### config.mk
export PLATFORM = sky130hd
export DESIGN_NAME = ogrm_ctrl
export DESIGN_NICKNAME = d
export VERILOG_FILES = /design/src/hdl/ogrm_pkg.sv /design/src/hdl/ogrm_ctrl.sv
export SDC_FILE = /design/constraint.sdc
export NUM_CORES = 1
export LEC_CHECK = 0
export ABC_CLOCK_PERIOD_IN_PS = 1200
export BUFFER_PORTS_ARGS = -buffer_cell sky130_fd_sc_hd__buf_2
export CORE_AREA = 8 8 45 47
export DETAILED_ROUTE_END_ITERATION = 8
export DIE_AREA = 0 0 53 55
export SLEW_MARGIN = 15
export SYNTH_ARGS = -nofsm -noshare
export SYNTH_HDL_FRONTEND = slang
export SYNTH_SLANG_ARGS = --single-unit
### constraint.sdc
create_clock -name clk -period 1.2 [get_ports clk]
set_clock_uncertainty 0.2 [all_clocks]
set_input_delay 0.36 -clock clk [delete_from_list [all_inputs] [get_ports clk]]
set_output_delay 0.36 -clock clk [all_outputs]
set_load 0.1 [all_outputs]
### src/hdl/ogrm_pkg.sv
package ogrm_pkg;

  typedef enum logic [1:0] {
    OP_MARK  = 2'd0,
    OP_CLEAR = 2'd1,
    OP_TILE  = 2'd2,
    OP_READ  = 2'd3
  } op_t;

  typedef enum logic [2:0] {
    ST_INIT,
    ST_IDLE,
    ST_BOUNDS,
    ST_RD,
    ST_WR,
    ST_DONE
  } state_t;

  localparam int CELL_SHIFT = 5;
  localparam int TILE_GROUP_SHIFT = 2;
  localparam logic [7:0] TILE_WALL_A = 8'd1;
  localparam logic [7:0] TILE_WALL_B = 8'd2;
  localparam logic [7:0] WALL_MASK_RESET = 8'd1;

  typedef struct packed {
    logic load;
    logic init_wr;
    logic calc;
    logic rd;
    logic wr;
  } cmd_t;

  typedef struct packed {
    logic init_last;
    logic empty;
    logic last_cell;
  } status_t;

endpackage

### src/hdl/ogrm_ctrl.sv
module ogrm_ctrl (
  input  logic             clk,
  input  logic             rst_n,
  input  logic             start,
  input  ogrm_pkg::status_t status,
  output ogrm_pkg::cmd_t   cmd,
  output logic             busy,
  output logic             out_valid
);
  import ogrm_pkg::*;

  state_t state_r, state_nxt;

  always_ff @(posedge clk) begin
    if (!rst_n) begin
      state_r <= ST_INIT;
    end else begin
      state_r <= state_nxt;
    end
  end

  always_comb begin
    state_nxt = state_r;
    case (state_r)
      ST_INIT: begin
        if (status.init_last) state_nxt = ST_IDLE;
      end
      ST_IDLE: begin
        if (start) state_nxt = ST_BOUNDS;
      end
      ST_BOUNDS: begin
        state_nxt = status.empty ? ST_DONE : ST_RD;
      end
      ST_RD: begin
        state_nxt = ST_WR;
      end
      ST_WR: begin
        state_nxt = status.last_cell ? ST_DONE : ST_RD;
      end
      ST_DONE: begin
        state_nxt = ST_IDLE;
      end
      default: begin
        state_nxt = ST_IDLE;
      end
    endcase
  end

  always_comb begin
    cmd       = '0;
    busy      = 1'b1;
    out_valid = 1'b0;
    case (state_r)
      ST_INIT: begin
        cmd.init_wr = 1'b1;
      end
      ST_IDLE: begin
        busy     = 1'b0;
        cmd.load = start;
      end
      ST_BOUNDS: begin
        cmd.calc = 1'b1;
      end
      ST_RD: begin
        cmd.rd = 1'b1;
      end
      ST_WR: begin
        cmd.wr = 1'b1;
      end
      ST_DONE: begin
        out_valid = 1'b1;
      end
      default: begin
        busy = 1'b1;
      end
    endcase
  end

endmodule

==> run summary, run 1 <==
status - finished, violations left
violated checks - setup timing
P_sw - 0.000179 W
final count of hold timing violations - 0
crit-path max FO - 5
syn nets - 34
R2R Setup Slk - -0.21 ns
cell count of the worst reg-to-reg path - 5
Worst-Margin Slew - 0.295 ns
largest net degree at the start of global routing - 9
layout cells sized above 1 - 82.1%
Total GRT Usage - 6.23%
clock-pin slew of the registers on the worst-case setup and hold paths - 0.04 ns
CTS tree - done
Via density - 4.40
total power - 0.000495 W
vias after detailed routing - 317
Slew Limit Fails - 0
min Tclk post-route - 1.73 ns
cts hold-fix bufs - 0
Starting Density - 17.6%
Routed Antenna Nets - 0
clock sink total - 3
global-route wire length before repair - 1320 um
die height - 55 um
Hold Startpoint - rst_n
Syn Std Cell Area - 244 um^2
max_slew headroom - 80.1%
Crit Reg-Reg Startpoint - state_r[1]$_SDFFE_PN0P_
vias in the first global route - 323
Nets - 63
worst hold path type - input pin to register
Cells after Synth - 28
Synth top area share - 24.6%
IO Pins - 13
DIE AREA - 0.00292 mm^2
DRC errors left - 0
number of antenna violations at the first check in global routing - 0
Die Span X - 53 um
GRT overflow - 0
# fillers - 130
Ys Warns - 0
Routed WL - 825 um
RSZ-0062 raised after global routing - true
Design Area, Final - 642 um^2
TritonCTS buffer count - 3
synth top area cells - dfxtp_1 25%, buf_6 9.2%, nor3b_4 7.7%
CP peak stage delay - 0.36 ns
clock tree buffer depth - 2
core area - 0.00138 mm^2
Rows - 14
placed cell areas - 510 um^2
crit-path cells - buf_6 > nor3b_4 > buf_12
Critical R2R Capture - state_r[1]$_SDFFE_PN0P_
Synth Register Bits - 3
Leak - 0.290 nW
Seq pwr share - 22.2%
H-Tree Depth - 1
antenna cells - 0
TritonRoute pass-1 iters - 4
Hold Crit Depth - 2
max FFs per register - 3
CP max-delay cell - dfxtp_4
Port-buffer cells - 12
critical path arrival - 1.17 ns
Startpoint Class - register
top flop regs - state_r (3)
combinational cell fraction of total power - 41.4%
Switching Fraction - 36.2%
post-synthesis average cell area - 8.71 um^2
period utilisation layout - 144%
CP required - 0.64 ns
Highest Clock Rate - 577 MHz
maxcap violations - 0
placer congestion estimate - 0.706
DR iter-0 viols - 15
Max VDD drop - 363 uV
drt wl/cell - 11.5 um
final worst setup slack - -0.534 ns
Clk network pwr share - 36.3%
Seq/Total Area, Yosys - 24.6%
P&R area growth vs syn - 163%
Worst Hold Endpoint - state_r[0]$_SDFFE_PN0P_
Largest Register - state_r
Worst-Skew Late Latency - 0.24 ns
root buffer cell - clkbuf_4
Worst setup EP type - primary output
Yosys top cell by area - dfxtp_1
post-DP HPWL - 555 um
# setup viols final - 10
CP Class - register to primary output
count of different cell masters after synthesis - 20
PwrDens - 771 mW/mm^2
Int Pwr - 0.000316 W
worst max-delay path, delay by kind of cell, from the launching register on:
kind / cells / cell delay, ns
AND/OR/NAND/NOR: 1 / 0.24
buffers and inverters: 2 / 0.33
flip-flops: 1 / 0.36
synth_stat cells:
| cell type | count |
|---|---|
| o31a_1 | 1 |
| o21bai_1 | 1 |
| nor4b_1 | 2 |
| o2bb2ai_1 | 1 |
| nand2_1 | 1 |
| nand2b_1 | 1 |
| nor3_1 | 1 |
| and3b_2 | 1 |
| o21a_1 | 1 |
| dfxtp_1 | 3 |
| a21oi_1 | 1 |
| o21ai_0 | 1 |
| buf_4 | 1 |
| and2_4 | 1 |
| o311a_1 | 1 |
| nor2_1 | 4 |
| buf_6 | 2 |
| inv_1 | 1 |
| nor3b_4 | 1 |
| and3_1 | 2 |
through the flow:
| step | setup TNS [ns] | setup slack, ns | hold WS (ns) | std cells | utilization (%) |
|---|---|---|---|---|---|
| floorplan | -4.97 | -0.747 | 0.277 | 28 | - |
| global placement | -2.52 | -0.339 | 0.361 | 63 | 36.9 |
| detailed placement | -2.49 | -0.313 | 0.373 | 63 | 36.9 |
| CTS | -3.95 | -0.554 | 0.148 | 70 | 43.7 |
| global route | -4.28 | -0.583 | 0.165 | 72 | 46.4 |
| finish | -3.77 | -0.534 | 0.161 | 72 | 46.4 |
layout make-up:
cell class | count | area, um^2 | share of cell area, %
timing repair buffer | 27 | 297 | 46.2
multi-input combinational | 21 | 220 | 34.3
inverter | 1 | 7.51 | 1.17
clock buffer | 4 | 26.3 | 4.09
sequential | 3 | 71.3 | 11.1
tap | 16 | 20.0 | 3.12
power groups by stage:
stage | clock network (W) | logic (W) | registers (W)
5_1_grt | 0.000204 | 0.000213 | 0.000111
3_3_place_gp | 0 | 0.000182 | 0.000113
3_5_place_dp | 0 | 0.000182 | 0.000113
6_report | 0.000180 | 0.000205 | 0.000110
4_1_cts | 0.000193 | 0.000192 | 0.000109
2_1_floorplan | 0 | 0.000116 | 0.000110
worst max path at each step:
stage / end / startpoint / cells after the start / slack [ns]
after floorplan: state_r[1]$_SDFFE_PN0P_ / state_r[2]$_SDFFE_PN0P_ / 4 / -0.75
after global placement: cmd[0] / state_r[1]$_SDFFE_PN0P_ / 3 / -0.34
after detailed placement: cmd[0] / state_r[1]$_SDFFE_PN0P_ / 3 / -0.31
after CTS: cmd[0] / state_r[1]$_SDFFE_PN0P_ / 3 / -0.55
after global routing: cmd[0] / state_r[1]$_SDFFE_PN0P_ / 3 / -0.58
final: cmd[0] / state_r[1]$_SDFFE_PN0P_ / 3 / -0.53
placed cells by master, fill, tap and decap left out, drive strengths merged, types with 2 or more instances in the layout:
| cell | Yosys | layout |
|---|---|---|
| and3 | 2 | 2 |
| buf | 3 | 27 |
| clkbuf | 0 | 4 |
| dfxtp | 3 | 3 |
| nor2 | 4 | 4 |
| nor4b | 2 | 2 |
repair_timing:
item	in CTS	in global routing
buffers inserted	3	3
pin swaps	4	4
gates resized for setup	14	5
setup endpoints to repair	10	10
gates cloned	0	0
cells by family after synthesis:
| logic type | after synthesis | share of synthesized area (%) |
|---|---|---|
| simple gates | 14 | 40.0 |
| compound gates | 7 | 21.5 |
| buf+inv | 4 | 13.8 |
| flops | 3 | 24.6 |
per-layer routing:
layer	vias up	global-route usage [%]	wire length [um]
li1	158	-	-
met1	145	6.68	299
met3	0	2.14	75
met2	14	9.18	451
met4	0	6.47	0
met5	-	0	0
Note: power is estimated with default switching activity, not from simulation.
==> run 2, diff against run 1 <==
--- a/config.mk
+++ b/config.mk
@@ -7,9 +7,9 @@
 export LEC_CHECK = 0
 export ABC_CLOCK_PERIOD_IN_PS = 1200
 export BUFFER_PORTS_ARGS = -buffer_cell sky130_fd_sc_hd__buf_2
-export CORE_AREA = 8 8 45 47
+export CORE_AREA = 2 2 39 41
 export DETAILED_ROUTE_END_ITERATION = 8
-export DIE_AREA = 0 0 53 55
+export DIE_AREA = 0 0 41 43
 export SLEW_MARGIN = 15
 export SYNTH_ARGS = -nofsm -noshare
 export SYNTH_HDL_FRONTEND = slang
==> run summary, run 2 (synthesized netlist as in run 1, its figures left out) <==
status - finished, violations left
violated checks - setup timing
met3 track demand over resource - 5.24%
CTS tree - done
H-Tree Depth - 1
critical path arrival - 1.18 ns
layer with the highest usage - met2
Clk network pwr share - 35.3%
clock sink total - 3
top flop regs - state_r (3)
TritonCTS buffer count - 3
TritonRoute pass-1 iters - 2
Nets - 63
IO Pins - 13
Seq pwr share - 20.6%
antenna cells - 0
drt wl/cell - 11.1 um
root buffer cell - clkbuf_4
R2R Setup Slk - -0.23 ns
GRT overflow - 0
most frequent cells in the layout - 9 x buf_4, 8 x buf_12, 5 x buf_2, 5 x buf_6
Slew Limit Fails - 0
layout cells sized above 1 - 89.3%
Design Area, Final - 693 um^2
final count of hold timing violations - 0
Die Span X - 41 um
RSZ-0062 raised after global routing - true
clock-pin slew of the registers on the worst-case setup and hold paths - 0.04 ns
largest net degree at the start of global routing - 8
Worst setup EP type - primary output
placer congestion estimate - 0.723
M2 GR Usage - 17.2%
maxcap violations - 0
max_slew headroom - 85.3%
worst hold path type - input pin to register
Via density - 4.49
Port-buffer cells - 12
Starting Density - 17.6%
post-layout util - 50.1%
CP required - 0.64 ns
DRC errors left - 0
die height - 43 um
Switching Fraction - 36.2%
CP Class - register to primary output
min Tclk post-route - 1.74 ns
most common cell after layout, fill and taps aside - buf_4
final worst setup slack - -0.536 ns
vias after detailed routing - 323
Max VDD drop - 589 uV
number of antenna violations at the first check in global routing - 0
Highest Clock Rate - 576 MHz
post-DP HPWL - 553 um
DR iter-0 viols - 1
vias in the first global route - 332
combinational cell fraction of total power - 44.1%
Routed Antenna Nets - 0
P_sw - 0.000187 W
crit path from - state_r[0]$_SDFFE_PN0P_
P&R area growth vs syn - 184%
Routed WL - 797 um
PwrDens - 747 mW/mm^2
# setup viols final - 10
Critical Path End - cmd[0]
clock tree buffer depth - 2
global-route wire length before repair - 1340 um
DIE AREA - 0.00176 mm^2
Leak - 0.297 nW
Int Pwr - 0.000330 W
period utilisation layout - 145%
Crit Reg-Reg Startpoint - state_r[0]$_SDFFE_PN0P_
Worst-Margin Slew - 0.221 ns
crit-path max FO - 4
Rows - 14
Worst-Skew Late Latency - 0.24 ns
dpl ws - -0.321 ns
placed cell areas - 538 um^2
Largest Register - state_r
Total GRT Usage - 11.3%
core area - 0.00138 mm^2
Startpoint Class - register
total power - 0.000518 W
met1 Use GR - 13.5%
max FFs per register - 3
Critical R2R Capture - state_r[2]$_SDFFE_PN0P_
cell count of the worst reg-to-reg path - 5
run 2: cell counts in the layout (fill, tap and decap cells not counted):
No cell type changed its count.
run 2: final cells by class:
type | instances | area [um^2]
repair buffers | 27 | 309
multi-input cells | 21 | 259
well taps | 16 | 20.0
fillers | 135 | 691
flip-flops and latches | 3 | 71.3
inverters | 1 | 7.51
clock buffers | 4 | 26.3
run 2: layer usage:
metal | up-vias | part of all wire (%)
met3 | 0 | 7.8
met5 | - | 0
li1 | 155 | -
met2 | 12 | 59
met1 | 156 | 33
met4 | 0 | 0
run 2: power by group through the flow:
stage | Sequential [W] | Combinational (W) | Clock (W)
6_report | 0.000107 | 0.000228 | 0.000183
5_1_grt | 0.000108 | 0.000239 | 0.000201
4_1_cts | 0.000106 | 0.000223 | 0.000188
3_5_place_dp | 0.000112 | 0.000200 | 0
3_3_place_gp | 0.000112 | 0.000199 | 0
2_1_floorplan | 0.000110 | 0.000116 | 0
run 2: what timing repair did:
item                                    CTS  global route
buffers inserted                          3             2
gates resized for setup                  17             8
pin swaps                                 7             9
hold buffers                              0             0
endpoints found under the setup margin   10            10
gates cloned                              0             0
run 2: per-stage QoR:
step | instances | hold slack [ns] | TNS (ns)
after global routing | 72 | 0.158 | -4.35
final | 72 | 0.165 | -3.88
after detailed placement | 65 | 0.372 | -2.59
after CTS | 72 | 0.155 | -3.93
after floorplan | 28 | 0.277 | -4.97
after global placement | 65 | 0.372 | -2.46
run 2: worst max-delay path: stages, from the launching register on:
cell	delay, ns
dfxtp_4	0.35
buf_12	0.13
nor3b_4	0.25
buf_12	0.21
run 2: worst min path at each step:
stage	start	to	cells after the start
final	rst_n	state_r[0]$_SDFFE_PN0P_	2
after global routing	rst_n	state_r[0]$_SDFFE_PN0P_	2
after CTS	rst_n	state_r[0]$_SDFFE_PN0P_	2
after detailed placement	state_r[2]$_SDFFE_PN0P_	state_r[0]$_SDFFE_PN0P_	1
after global placement	state_r[2]$_SDFFE_PN0P_	state_r[0]$_SDFFE_PN0P_	1
after floorplan	rst_n	state_r[0]$_SDFFE_PN0P_	1
